--- config.mk ---
export PLATFORM = sky130hd
export DESIGN_NAME = rfc3339_timestamp_to_unix_ms_top
export DESIGN_NICKNAME = d
export VERILOG_FILES = /design/src/design/rfcts_pkg.sv /design/src/design/rfcts_parse.sv /design/src/design/rfcts_conv.sv /design/src/design/rfc3339_timestamp_to_unix_ms_top.sv
export SDC_FILE = /design/constraint.sdc
export NUM_CORES = 2
export LEC_CHECK = 0
export BUFFER_PORTS_ARGS = -buffer_cell sky130_fd_sc_hd__buf_2
export CAP_MARGIN = 30
export CORE_ASPECT_RATIO = 1.2
export CORE_MARGIN = 8
export CORE_UTILIZATION = 60
export CTS_BUF_LIST = sky130_fd_sc_hd__clkbuf_4 sky130_fd_sc_hd__clkbuf_8
export CTS_CLUSTER_SIZE = 8
export DETAILED_ROUTE_END_ITERATION = 10
export GPL_TIMING_DRIVEN = 0
export PLACE_DENSITY = 0.74
export SKIP_CTS_REPAIR_TIMING = 1
export SKIP_LAST_GASP = 1
export SYNTH_ARGS = -nofsm -noshare
export SYNTH_HDL_FRONTEND = slang
export SYNTH_SLANG_ARGS = --single-unit
--- constraint.sdc ---
create_clock -name clk -period 22 [get_ports clk]
set_input_delay 0 -clock clk [delete_from_list [all_inputs] [get_ports clk]]
set_output_delay 0 -clock clk [all_outputs]
set_load 0.02 [all_outputs]
--- src/design/rfcts_pkg.sv ---
// ----------------------------------------------------------------------------
// rfcts_pkg: shared types and constants for the timestamp parser
// Parser phases, captured field bundle, calendar tables and scale factors.
// ----------------------------------------------------------------------------
`timescale 1ns / 1ps

package rfcts_pkg;

	// parser phase
	typedef enum logic [2:0] {
		PH_LEAD       = 3'd0,
		PH_CORE       = 3'd1,
		PH_ZONE       = 3'd2,
		PH_FRAC_FIRST = 3'd3,
		PH_FRAC_MORE  = 3'd4,
		PH_OFFSET     = 3'd5,
		PH_TRAIL      = 3'd6
	} phase_t;

	localparam int POS_W = 5;
	localparam int MS_W  = 49;

	// positions in the fixed date-time text
	localparam logic [POS_W-1:0] POS_DATE_SEP1 = 5'd4;
	localparam logic [POS_W-1:0] POS_DATE_SEP2 = 5'd7;
	localparam logic [POS_W-1:0] POS_DT_SEP    = 5'd10;
	localparam logic [POS_W-1:0] POS_TIME_SEP1 = 5'd13;
	localparam logic [POS_W-1:0] POS_TIME_SEP2 = 5'd16;
	localparam logic [POS_W-1:0] POS_CORE_LAST = 5'd18;
	// positions in the zone offset text
	localparam logic [POS_W-1:0] POS_OFF_SEP   = 5'd2;
	localparam logic [POS_W-1:0] POS_OFF_LAST  = 5'd4;

	// characters
	localparam logic [7:0] CH_SPACE = 8'h20;
	localparam logic [7:0] CH_TAB   = 8'h09;
	localparam logic [7:0] CH_CR    = 8'h0D;
	localparam logic [7:0] CH_LF    = 8'h0A;
	localparam logic [7:0] CH_ZERO  = 8'h30;
	localparam logic [7:0] CH_NINE  = 8'h39;
	localparam logic [7:0] CH_DASH  = 8'h2D;
	localparam logic [7:0] CH_PLUS  = 8'h2B;
	localparam logic [7:0] CH_COLON = 8'h3A;
	localparam logic [7:0] CH_DOT   = 8'h2E;
	localparam logic [7:0] CH_T_UP  = 8'h54;
	localparam logic [7:0] CH_T_LO  = 8'h74;
	localparam logic [7:0] CH_Z_UP  = 8'h5A;
	localparam logic [7:0] CH_Z_LO  = 8'h7A;

	// limits
	localparam logic [6:0] MAX_MONTH  = 7'd12;
	localparam logic [6:0] MAX_HOUR   = 7'd23;
	localparam logic [6:0] MAX_MINUTE = 7'd59;
	localparam logic [1:0] FRAC_KEEP  = 2'd3;

	// scale factors
	localparam logic [26:0] DAY_MS    = 27'd86400000;
	localparam logic [21:0] HOUR_MS   = 22'd3600000;
	localparam logic [15:0] MIN_MS    = 16'd60000;
	localparam logic [9:0]  SEC_MS    = 10'd1000;
	// x/25 == (x*RECIP25) >> RECIP_SH for x < 4096
	localparam logic [12:0] RECIP25   = 13'd5243;
	localparam int          RECIP_SH  = 17;
	localparam logic [8:0]  YEAR_BIAS = 9'd400;
	localparam logic [19:0] EPOCH_DAYS = 20'd865565;

	typedef struct packed {
		logic [13:0] year;
		logic [6:0]  month;
		logic [6:0]  day;
		logic [6:0]  hour;
		logic [6:0]  minute;
		logic [6:0]  second;
		logic [9:0]  frac;
		logic [1:0]  frac_digits;
		logic        off_neg;
		logic [6:0]  off_hour;
		logic [6:0]  off_minute;
	} acc_t;

	typedef struct packed {
		acc_t acc;
		logic err;
		logic trail;
	} fields_t;

	function automatic logic [6:0] acc2(input logic [6:0] a, input logic [3:0] d);
		logic [10:0] t;
		t = 11'(a) * 11'd10 + 11'(d);
		return t[6:0];
	endfunction

	function automatic logic [13:0] acc_year(input logic [13:0] a, input logic [3:0] d);
		logic [17:0] t;
		t = 18'(a) * 18'd10 + 18'(d);
		return t[13:0];
	endfunction

	function automatic logic [9:0] acc_frac(input logic [9:0] a, input logic [3:0] d);
		logic [13:0] t;
		t = 14'(a) * 14'd10 + 14'(d);
		return t[9:0];
	endfunction

	function automatic logic [4:0] month_len(input logic [6:0] m, input logic leap);
		logic [4:0] r;
		case (m)
			7'd2:                      r = leap ? 5'd29 : 5'd28;
			7'd4, 7'd6, 7'd9, 7'd11:   r = 5'd30;
			default:                   r = 5'd31;
		endcase
		return r;
	endfunction

	// day of a March-based year on which month m starts
	function automatic logic [8:0] month_doy(input logic [6:0] m);
		logic [8:0] r;
		case (m)
			7'd3:    r = 9'd0;
			7'd4:    r = 9'd31;
			7'd5:    r = 9'd61;
			7'd6:    r = 9'd92;
			7'd7:    r = 9'd122;
			7'd8:    r = 9'd153;
			7'd9:    r = 9'd184;
			7'd10:   r = 9'd214;
			7'd11:   r = 9'd245;
			7'd12:   r = 9'd275;
			7'd1:    r = 9'd306;
			7'd2:    r = 9'd337;
			default: r = 9'd0;
		endcase
		return r;
	endfunction

endpackage

--- src/design/rfcts_parse.sv ---
// ----------------------------------------------------------------------------
// rfcts_parse: character-level timestamp parser
// Updates field accumulators one character per cycle while take is high; snapshots on last.
// ----------------------------------------------------------------------------
`timescale 1ns / 1ps

module rfcts_parse #(
	parameter int MAX_CHARS = 64
) (
	input  logic                clk,
	input  logic                arst_n,
	input  logic                take,
	input  logic [7:0]          character,
	input  logic                last,
	output logic                snap_valid,
	output rfcts_pkg::fields_t  snap
);

	localparam int CNT_W = $clog2(MAX_CHARS + 1);
	localparam logic [CNT_W-1:0] CNT_MAX = CNT_W'(MAX_CHARS);

	logic [CNT_W-1:0]            cnt_q, cnt_n;
	rfcts_pkg::phase_t           phase_q, ph_n;
	logic [rfcts_pkg::POS_W-1:0] pos_q, pos_n, core_p;
	rfcts_pkg::acc_t             acc_q, acc_n;
	logic                        err_q, err_n;

	logic       is_dig, is_ws, do_core, do_zone, do_frac;
	logic [3:0] dig;

	assign dig    = 4'(character - rfcts_pkg::CH_ZERO);
	assign is_dig = character inside {[rfcts_pkg::CH_ZERO:rfcts_pkg::CH_NINE]};
	assign is_ws  = character inside {rfcts_pkg::CH_SPACE, rfcts_pkg::CH_TAB,
		rfcts_pkg::CH_CR, rfcts_pkg::CH_LF};
	assign core_p = (phase_q == rfcts_pkg::PH_LEAD) ? '0 : pos_q;

	assign do_core = (phase_q == rfcts_pkg::PH_LEAD && !is_ws) || phase_q == rfcts_pkg::PH_CORE;
	assign do_zone = (phase_q == rfcts_pkg::PH_ZONE && character != rfcts_pkg::CH_DOT)
		|| (phase_q == rfcts_pkg::PH_FRAC_MORE && !is_dig);
	assign do_frac = is_dig && (phase_q == rfcts_pkg::PH_FRAC_FIRST
		|| phase_q == rfcts_pkg::PH_FRAC_MORE);

	always_comb begin
		cnt_n = cnt_q;
		ph_n  = phase_q;
		pos_n = pos_q;
		acc_n = acc_q;
		err_n = err_q;
		if (!err_q) begin
			if (cnt_q >= CNT_MAX) begin
				err_n = 1'b1;
			end else begin
				cnt_n = cnt_q + 1'b1;
				case (phase_q)
					rfcts_pkg::PH_LEAD, rfcts_pkg::PH_CORE: begin
						// handled below
					end
					rfcts_pkg::PH_ZONE: begin
						if (character == rfcts_pkg::CH_DOT) ph_n = rfcts_pkg::PH_FRAC_FIRST;
					end
					rfcts_pkg::PH_FRAC_FIRST: begin
						if (is_dig) ph_n = rfcts_pkg::PH_FRAC_MORE;
						else err_n = 1'b1;
					end
					rfcts_pkg::PH_FRAC_MORE: begin
						// digits and zone handled below
					end
					rfcts_pkg::PH_OFFSET: begin
						if (pos_q == rfcts_pkg::POS_OFF_SEP) begin
							if (character != rfcts_pkg::CH_COLON) err_n = 1'b1;
						end else if (!is_dig) begin
							err_n = 1'b1;
						end else if (pos_q < rfcts_pkg::POS_OFF_SEP) begin
							acc_n.off_hour = rfcts_pkg::acc2(acc_q.off_hour, dig);
						end else begin
							acc_n.off_minute = rfcts_pkg::acc2(acc_q.off_minute, dig);
						end
						if (pos_q >= rfcts_pkg::POS_OFF_LAST) ph_n = rfcts_pkg::PH_TRAIL;
						else pos_n = pos_q + 1'b1;
					end
					rfcts_pkg::PH_TRAIL: begin
						if (!is_ws) err_n = 1'b1;
					end
					default: err_n = 1'b1;
				endcase

				if (do_core) begin
					case (core_p)
						rfcts_pkg::POS_DATE_SEP1, rfcts_pkg::POS_DATE_SEP2: begin
							if (character != rfcts_pkg::CH_DASH) err_n = 1'b1;
						end
						rfcts_pkg::POS_DT_SEP: begin
							if (character != rfcts_pkg::CH_T_UP && character != rfcts_pkg::CH_T_LO)
								err_n = 1'b1;
						end
						rfcts_pkg::POS_TIME_SEP1, rfcts_pkg::POS_TIME_SEP2: begin
							if (character != rfcts_pkg::CH_COLON) err_n = 1'b1;
						end
						default: begin
							if (!is_dig) err_n = 1'b1;
							else if (core_p < rfcts_pkg::POS_DATE_SEP1)
								acc_n.year = rfcts_pkg::acc_year(acc_q.year, dig);
							else if (core_p < rfcts_pkg::POS_DATE_SEP2)
								acc_n.month = rfcts_pkg::acc2(acc_q.month, dig);
							else if (core_p < rfcts_pkg::POS_DT_SEP)
								acc_n.day = rfcts_pkg::acc2(acc_q.day, dig);
							else if (core_p < rfcts_pkg::POS_TIME_SEP1)
								acc_n.hour = rfcts_pkg::acc2(acc_q.hour, dig);
							else if (core_p < rfcts_pkg::POS_TIME_SEP2)
								acc_n.minute = rfcts_pkg::acc2(acc_q.minute, dig);
							else
								acc_n.second = rfcts_pkg::acc2(acc_q.second, dig);
						end
					endcase
					if (core_p >= rfcts_pkg::POS_CORE_LAST) begin
						ph_n = rfcts_pkg::PH_ZONE;
					end else begin
						ph_n  = rfcts_pkg::PH_CORE;
						pos_n = core_p + 1'b1;
					end
				end

				// fraction: only the first three digits count
				if (do_frac && acc_q.frac_digits < rfcts_pkg::FRAC_KEEP) begin
					acc_n.frac        = rfcts_pkg::acc_frac(acc_q.frac, dig);
					acc_n.frac_digits = acc_q.frac_digits + 1'b1;
				end

				if (do_zone) begin
					if (character == rfcts_pkg::CH_Z_UP || character == rfcts_pkg::CH_Z_LO) begin
						ph_n = rfcts_pkg::PH_TRAIL;
					end else if (character == rfcts_pkg::CH_PLUS
						|| character == rfcts_pkg::CH_DASH) begin
						acc_n.off_neg = (character == rfcts_pkg::CH_DASH);
						pos_n         = '0;
						ph_n          = rfcts_pkg::PH_OFFSET;
					end else begin
						err_n = 1'b1;
					end
				end
			end
		end
	end

	assign snap_valid  = take && last;
	assign snap.acc    = acc_n;
	assign snap.err    = err_n;
	assign snap.trail  = (ph_n == rfcts_pkg::PH_TRAIL);

	always_ff @(posedge clk or negedge arst_n) begin
		if (!arst_n) begin
			cnt_q   <= '0;
			phase_q <= rfcts_pkg::PH_LEAD;
			pos_q   <= '0;
			acc_q   <= '0;
			err_q   <= 1'b0;
		end else if (take) begin
			if (last) begin
				cnt_q   <= '0;
				phase_q <= rfcts_pkg::PH_LEAD;
				pos_q   <= '0;
				acc_q   <= '0;
				err_q   <= 1'b0;
			end else begin
				cnt_q   <= cnt_n;
				phase_q <= ph_n;
				pos_q   <= pos_n;
				acc_q   <= acc_n;
				err_q   <= err_n;
			end
		end
	end

`ifndef NO_ASSERTIONS
	a_restart: assert property (@(posedge clk) disable iff (!arst_n)
		take && last |=> phase_q == rfcts_pkg::PH_LEAD && cnt_q == '0 && !err_q)
		else $error("parser not back at start after last character");

	a_cnt_bound: assert property (@(posedge clk) disable iff (!arst_n)
		cnt_q <= CNT_MAX)
		else $error("character count beyond limit");
`endif

endmodule

--- src/design/rfcts_conv.sv ---
// ----------------------------------------------------------------------------
// rfcts_conv: calendar check and Unix millisecond conversion pipeline
// Three stages plus output register, each stage holds while downstream stalls.
// ----------------------------------------------------------------------------
`timescale 1ns / 1ps

module rfcts_conv (
	input  logic                       clk,
	input  logic                       arst_n,
	input  logic                       snap_valid,
	input  rfcts_pkg::fields_t         snap,
	output logic                       in_ready,
	output logic                       out_valid,
	input  logic                       out_ready,
	output logic                       out_ok,
	output logic [rfcts_pkg::MS_W-1:0] out_ms
);

	// stage 1: captured fields
	logic               v_s1;
	rfcts_pkg::fields_t f_s1;

	// stage 2: reciprocal products and time-of-day parts
	logic        v_s2, ok_s2, off_neg_s2;
	logic [13:0] ys_s2, year_s2;
	logic [6:0]  month_s2, day_s2;
	logic [7:0]  c100_s2, y100_s2;
	logic [5:0]  c400_s2;
	logic [28:0] hour_ms_s2;
	logic [22:0] min_ms_s2;
	logic [16:0] sec_ms_s2;
	logic [9:0]  frac_s2;
	logic [12:0] off_min_s2;

	// stage 3: day number and time of day
	logic               v_s3, ok_s3;
	logic signed [23:0] days_s3;
	logic signed [29:0] tod_s3;

	// output register
	logic                       res_valid_q, res_ok_q;
	logic [rfcts_pkg::MS_W-1:0] res_ms_q;

	logic rdy_o, rdy3, rdy2, rdy1;
	assign rdy_o    = !res_valid_q || out_ready;
	assign rdy3     = !v_s3 || rdy_o;
	assign rdy2     = !v_s2 || rdy3;
	assign rdy1     = !v_s1 || rdy2;
	assign in_ready = rdy1;

	// ---- stage 1 -> 2 ----
	logic [14:0] ys_w;
	logic [13:0] ys;
	logic [24:0] p100, py;
	logic [22:0] p400;
	logic        ok_a;
	logic [9:0]  frac_sc;

	assign ys_w = 15'(f_s1.acc.year) + 15'(rfcts_pkg::YEAR_BIAS)
		- 15'(f_s1.acc.month <= 7'd2);
	assign ys   = ys_w[13:0];
	assign p100 = 25'(ys[13:2]) * 25'(rfcts_pkg::RECIP25);
	assign p400 = 23'(ys[13:4]) * 23'(rfcts_pkg::RECIP25);
	assign py   = 25'(f_s1.acc.year[13:2]) * 25'(rfcts_pkg::RECIP25);

	assign ok_a = !f_s1.err && f_s1.trail
		&& f_s1.acc.month >= 7'd1 && f_s1.acc.month <= rfcts_pkg::MAX_MONTH
		&& f_s1.acc.day >= 7'd1
		&& f_s1.acc.hour <= rfcts_pkg::MAX_HOUR
		&& f_s1.acc.minute <= rfcts_pkg::MAX_MINUTE
		&& f_s1.acc.second <= rfcts_pkg::MAX_MINUTE
		&& f_s1.acc.off_hour <= rfcts_pkg::MAX_HOUR
		&& f_s1.acc.off_minute <= rfcts_pkg::MAX_MINUTE;

	// pad short fractions to milliseconds
	always_comb begin
		case (f_s1.acc.frac_digits)
			2'd1:    frac_sc = 10'(14'(f_s1.acc.frac) * 14'd100);
			2'd2:    frac_sc = 10'(14'(f_s1.acc.frac) * 14'd10);
			2'd3:    frac_sc = f_s1.acc.frac;
			default: frac_sc = '0;
		endcase
	end

	// ---- stage 2 -> 3 ----
	logic               leap;
	logic [4:0]         mdays;
	logic [23:0]        days_u;
	logic [28:0]        off_ms;
	logic [29:0]        tod_pos;

	assign leap  = (year_s2[1:0] == 2'b00)
		&& (year_s2 != 14'(y100_s2) * 14'd100 || y100_s2[1:0] == 2'b00);
	assign mdays = rfcts_pkg::month_len(month_s2, leap);

	// days since epoch over a 400-year-shifted year, era terms folded in
	assign days_u = 24'(ys_s2) * 24'd365 + 24'(ys_s2[13:2]) - 24'(c100_s2) + 24'(c400_s2)
		+ 24'(rfcts_pkg::month_doy(month_s2)) + 24'(day_s2) - 24'd1
		- 24'(rfcts_pkg::EPOCH_DAYS);

	assign off_ms  = 29'(off_min_s2) * 29'(rfcts_pkg::MIN_MS);
	assign tod_pos = 30'(hour_ms_s2) + 30'(min_ms_s2) + 30'(sec_ms_s2) + 30'(frac_s2);

	// ---- stage 3 -> out ----
	logic signed [50:0]         prod;
	logic [rfcts_pkg::MS_W-1:0] ms;

	assign prod = days_s3 * $signed({1'b0, rfcts_pkg::DAY_MS});
	assign ms   = prod[rfcts_pkg::MS_W-1:0]
		+ {{(rfcts_pkg::MS_W-30){tod_s3[29]}}, tod_s3};

	always_ff @(posedge clk or negedge arst_n) begin
		if (!arst_n) begin
			v_s1        <= 1'b0;
			v_s2        <= 1'b0;
			v_s3        <= 1'b0;
			res_valid_q <= 1'b0;
		end else begin
			if (rdy1)  v_s1        <= snap_valid;
			if (rdy2)  v_s2        <= v_s1;
			if (rdy3)  v_s3        <= v_s2;
			if (rdy_o) res_valid_q <= v_s3;
		end
	end

	always_ff @(posedge clk) begin
		if (rdy1 && snap_valid) f_s1 <= snap;
		if (rdy2 && v_s1) begin
			ys_s2      <= ys;
			year_s2    <= f_s1.acc.year;
			month_s2   <= f_s1.acc.month;
			day_s2     <= f_s1.acc.day;
			c100_s2    <= p100[24:rfcts_pkg::RECIP_SH];
			c400_s2    <= p400[22:rfcts_pkg::RECIP_SH];
			y100_s2    <= py[24:rfcts_pkg::RECIP_SH];
			ok_s2      <= ok_a;
			hour_ms_s2 <= 29'(f_s1.acc.hour) * 29'(rfcts_pkg::HOUR_MS);
			min_ms_s2  <= 23'(f_s1.acc.minute) * 23'(rfcts_pkg::MIN_MS);
			sec_ms_s2  <= 17'(f_s1.acc.second) * 17'(rfcts_pkg::SEC_MS);
			frac_s2    <= frac_sc;
			off_neg_s2 <= f_s1.acc.off_neg;
			off_min_s2 <= 13'(f_s1.acc.off_hour) * 13'd60 + 13'(f_s1.acc.off_minute);
		end
		if (rdy3 && v_s2) begin
			ok_s3   <= ok_s2 && (day_s2 <= 7'(mdays));
			days_s3 <= $signed(days_u);
			tod_s3  <= off_neg_s2 ? $signed(tod_pos + 30'(off_ms))
				: $signed(tod_pos - 30'(off_ms));
		end
		if (rdy_o && v_s3) begin
			res_ok_q <= ok_s3;
			res_ms_q <= ok_s3 ? ms : '0;
		end
	end

	assign out_valid = res_valid_q;
	assign out_ok    = res_ok_q;
	assign out_ms    = res_ms_q;

`ifndef NO_ASSERTIONS
	a_no_bubble_stall: assert property (@(posedge clk) disable iff (!arst_n)
		!in_ready |-> v_s1 && v_s2 && v_s3 && res_valid_q)
		else $error("input stalled while pipeline has a free slot");

	a_invalid_zero: assert property (@(posedge clk) disable iff (!arst_n)
		res_valid_q && !res_ok_q |-> res_ms_q == '0)
		else $error("invalid result carries nonzero time");

	a_capture: assert property (@(posedge clk) disable iff (!arst_n)
		snap_valid && in_ready |=> v_s1)
		else $error("snapshot lost at stage 1");
`endif

endmodule

--- src/design/rfc3339_timestamp_to_unix_ms_top.sv ---
// ----------------------------------------------------------------------------
// rfc3339_timestamp_to_unix_ms_top: RFC 3339 text to Unix milliseconds
// Result path: tlast fields pass stage 1, 2, 3, then the output register.
// Throughput: one character per cycle while tready is high, back to back, across timestamp ends.
// Rate is set by the per-character parser state update.
// Reset: arst_n clears parser state and all stage valid flags at once.
// ----------------------------------------------------------------------------
`timescale 1ns / 1ps

module rfc3339_timestamp_to_unix_ms_top #(
	parameter int MAX_CHARS = 64
) (
	input  logic        clk,
	input  logic        arst_n,
	// character stream in
	input  logic        s_axis_tvalid,
	output logic        s_axis_tready,
	input  logic [7:0]  s_axis_tdata,   // [7:0] character
	input  logic        s_axis_tlast,   // last character of the timestamp
	// result stream out
	output logic        m_axis_tvalid,
	input  logic        m_axis_tready,
	output logic [55:0] m_axis_tdata,   // [48:0] unix_ms (two's complement), [55:49] zero
	output logic        m_axis_tuser    // [0] valid_res
);

	// A character transaction goes straight into the parser state; a tlast
	// transaction also snapshots the updated fields into the conversion
	// pipeline, and the parser restarts for the next timestamp.
	logic                       take;
	logic                       snap_valid;
	rfcts_pkg::fields_t         snap;
	logic                       ok;
	logic [rfcts_pkg::MS_W-1:0] ms;

	assign take = s_axis_tvalid && s_axis_tready;

	rfcts_parse #(
		.MAX_CHARS (MAX_CHARS)
	) u_parse (
		.clk        (clk),
		.arst_n     (arst_n),
		.take       (take),
		.character  (s_axis_tdata),
		.last       (s_axis_tlast),
		.snap_valid (snap_valid),
		.snap       (snap)
	);

	// Conversion: stage 1 holds the fields, stage 2 the divide-by-25
	// products and scaled time parts, stage 3 the day number and time of
	// day, then the output register with days * 86400000 added in.
	// tready drops only when every stage is full and the output is stalled.
	rfcts_conv u_conv (
		.clk        (clk),
		.arst_n     (arst_n),
		.snap_valid (snap_valid),
		.snap       (snap),
		.in_ready   (s_axis_tready),
		.out_valid  (m_axis_tvalid),
		.out_ready  (m_axis_tready),
		.out_ok     (ok),
		.out_ms     (ms)
	);

	assign m_axis_tdata = {{(56 - rfcts_pkg::MS_W){1'b0}}, ms};
	assign m_axis_tuser = ok;

endmodule
==> summary.txt <==
CTS
  – TritonCTS Buffers: 75
  – Clock Latency Late Sink: 670 ps
  – H-Tree Depth: 3
  – Clk slew on worst S/H paths: approximately 60 ps
  – # clock sinks: between 400 and 500
  – Clock Tree Root: clkbuf_8
  – Clock Path Buffers: 3
  – CTS tree: done

Min path
  – Hold EP: u_conv.f_s1[1]$_DFFE_PP_
  – Hold path start: s_axis_tdata[4]
  – WHS Path Cells: 6
  – Worst Hold Class: in2reg

Synth
  – Area leader, netlist: ha_1
  – Top_reg_cell synth: edfxtp_1
  – Synth top area cells: ha_1 23%, fa_1 19%, edfxtp_1 19%, inv_1 7.1%, dfrtp_1 4.6%
  – Synth Area in Adders: 0.421
  – Async S/R FF share, synth: 0.223
  – Cell count after synthesis: 5139
  – Most common library cells after synthesis: 991 x inv_1, 954 x ha_1, 510 x fa_1
  – Largest family of logic cells by synthesized area: adder cells
  – Mux cell area share after synthesis: 0.0129
  – Simple-Gate Fraction of Synth Area: 0.0846
  – Avg Inst Size Synth: 10.2 um2
  – Count leader, synth: inv_1
  – Compound-cell area share of the yosys netlist: 0.110
  – Yosys reg bits: 431
  – Post-synth EDFFs: 326
  – Share of the synthesized area in the top cell type: 0.227
  – Distinct cells, synth: 93
  – Syn. warnings: 0
  – Post-synthesis xor/xnor area fraction: 0.0608
  – Sequential element share of the synthesized area: 0.235
  – Synth Cell Area: 52700 um2

Critical path
  – Reg2reg setup slack: about 12000 ps
  – Max incr delay on CP: 880 ps
  – Crit path DAT: 9940 ps
  – Worst Setup End Kind: register
  – Worst setup path category: reg2reg
  – CP Launch Type: register
  – RR Endpoint: u_conv.c100_s2[7]$_DFFE_PP_
  – CP Depth: 33
  – Worst reg2reg startpoint: u_conv.f_s1[61]$_DFFE_PP_
  – Worst Path Max Fanout: 5
  – Worst EP required: 22400 ps
  – Kind of cell adding the most delay to the critical path: adder cells
  – Crit path buffers/inverters: 6
  – R2R cell count: 33
  – Top cell by count, worst path: inv_1
  – CP max stage cell: o311ai_0

Die
  – Die Ht: 341 um
  – # rows: 119
  – Total die area: 97500 um2
  – Initial cell density of the core: 0.603
  – Core Footprint: 87400 um2
  – Die width: about 290 um
  – I/O pin total: 72

Global routing
  – Largest net degree at the start of global routing: 94
  – First-pass GRT wire length: between 150000 and 200000 um
  – GRT Overall Usage: 0.222
  – GRT overflow: 0
  – Initial antenna violation count: 2
  – Vias in the first global route: 37400

Place
  – Routability congestion estimate: 0.919
  – Port bufs: 64
  – Final HPWL DP: approximately 90000 um
  – DP Area: approximately 55000 um2

STA
  – Clk_skew: 35.0 ps
  – Count of pins over their slew limit: 0
  – Achievable Freq: 105 MHz
  – Slew of the pin with the lowest slew margin: approximately 1000 ps
  – Setup TNS: 0 ps
  – Period utilisation layout: 0.434
  – Max-slew headroom: 0.334
  – Count of final hold-check violations: 0
  – RSZ-0062 raised after global routing: no
  – Hold WS: 31.4 ps
  – Final setup violation count: 0
  – Min Tclk post-route: 9540 ps

Cells and area
  – Sequential Area: about 12000 um2
  – Share of cells above drive strength 1: 0.0542
  – Area Overhead vs Synth: 6.79%
  – Final Util: 0.643
  – Nets@finish: 6777
  – Post-route cell area: 56200 um2
  – Fill cells: 6947
  – Area of the multi-input gates: 36300 um2

Detailed routing
  – Detailed Route WL: 108000 um
  – Drt initial violations: 1658
  – DRC Markers: 0
  – WL per Instance: between 15 and 20 um
  – Pre-Repair DR Iteration Count: 7
  – Vias per cell: 5.57
  – ANT nets after route: 0
  – Vias post-DR: approximately 36000

Flow run
  – Max-Cap Viols: 0

Run status
  – Status: complete, no violations
layout by cell type, fill, tap and decap left out, drive strengths merged, types with 28 or more instances in the layout:
master,instances
xor2,101
a21o,93
nor2b,46
ha,954
and3,37
o21a,35
o21bai,28
dfrtp,96
o21ai,167
nand2b,38
mux2,48
clkbuf,163
nand3,81
a21oi,230
edfxtp,326
nor3,86
buf,87
inv,995
nand2,193
nor2,223
and2,47
a22o,77
xnor2,262
fa,510
area by class of cell:
type                            instances  area share
Multi-Input combinational cell       3647       0.645
Antenna cell                            1   0.0000445
Clock inverter                         29     0.00403
Clock buffer                          102      0.0230
Sequential cell                       431       0.220
Timing Repair Buffer                   78      0.0103
Tap cell                             1149      0.0256
Inverter                              993      0.0664
Buffer                                 74     0.00549
worst max path at each step:
stage,startpoint,to,slack (ps)
2_1_floorplan,u_conv.f_s1[61]$_DFFE_PP_,u_conv.c100_s2[7]$_DFFE_PP_,14050
3_3_place_gp,u_conv.f_s1[61]$_DFFE_PP_,u_conv.c100_s2[7]$_DFFE_PP_,12530
3_5_place_dp,u_conv.f_s1[61]$_DFFE_PP_,u_conv.c100_s2[7]$_DFFE_PP_,12480
4_1_cts,u_conv.f_s1[61]$_DFFE_PP_,u_conv.c100_s2[7]$_DFFE_PP_,12450
5_1_grt,u_conv.f_s1[61]$_DFFE_PP_,u_conv.c100_s2[7]$_DFFE_PP_,11710
6_report,u_conv.f_s1[61]$_DFFE_PP_,u_conv.c100_s2[7]$_DFFE_PP_,12460
worst register-to-register path: cells and delay by family (launching register included):
family | cells | cell delay (ps)
compound gates | 12 | 3270
simple gates | 4 | 1140
buf+inv | 6 | 380
flops | 1 | 390
fa+ha+maj | 9 | 3350
xor+xnor | 2 | 760
logic make-up (layout without fill, tap and decap cells):
| kind of cell | after synthesis | count (layout) |
|---|---|---|
| flops | 431 | 431 |
| xor+xnor | 364 | 364 |
| fa+ha+maj | 1464 | 1464 |
| mux | 62 | 62 |
| simple gates | 890 | 890 |
| other cells | 1 | 8 |
| compound gates | 860 | 860 |
| buf+inv | 1067 | 1276 |
stage by stage:
step                std cells  worst slack [ps]
floorplan                5145             14050
global placement         6358             12530
detailed placement       6365             12480
CTS                      6496             12450
global route             6504             11710
finish                   6504             12460
layer usage:
layer	vias to the layer above	track usage	wire length (um)
met2	660	0.391	53600
li1	17800	-	-
met1	17600	0.281	47300
met4	0	0.0711	3170
met5	-	0	0
met3	198	0.0306	4280
state kept, by name, summed over array words and instances, names as in the netlist, 7 cells and up, named ones only:
register,cells
u_parse.cnt_q,7
u_conv.frac_s2,10
u_conv.tod_s3,30
u_conv.f_s1,78
u_conv.out_ms,49
u_conv.hour_ms_s2,22
u_conv.year_s2,14
u_parse.acc_q,76
u_conv.y100_s2,8
u_conv.c100_s2,8
u_conv.ys_s2,14
u_conv.sec_ms_s2,14
u_conv.off_min_s2,13
u_conv.min_ms_s2,18
u_conv.day_s2,7
u_conv.month_s2,7
u_conv.days_s3,24
Power is not shown: default switching activity piles up to over one toggle a cycle in this logic, so the estimate is an artifact.
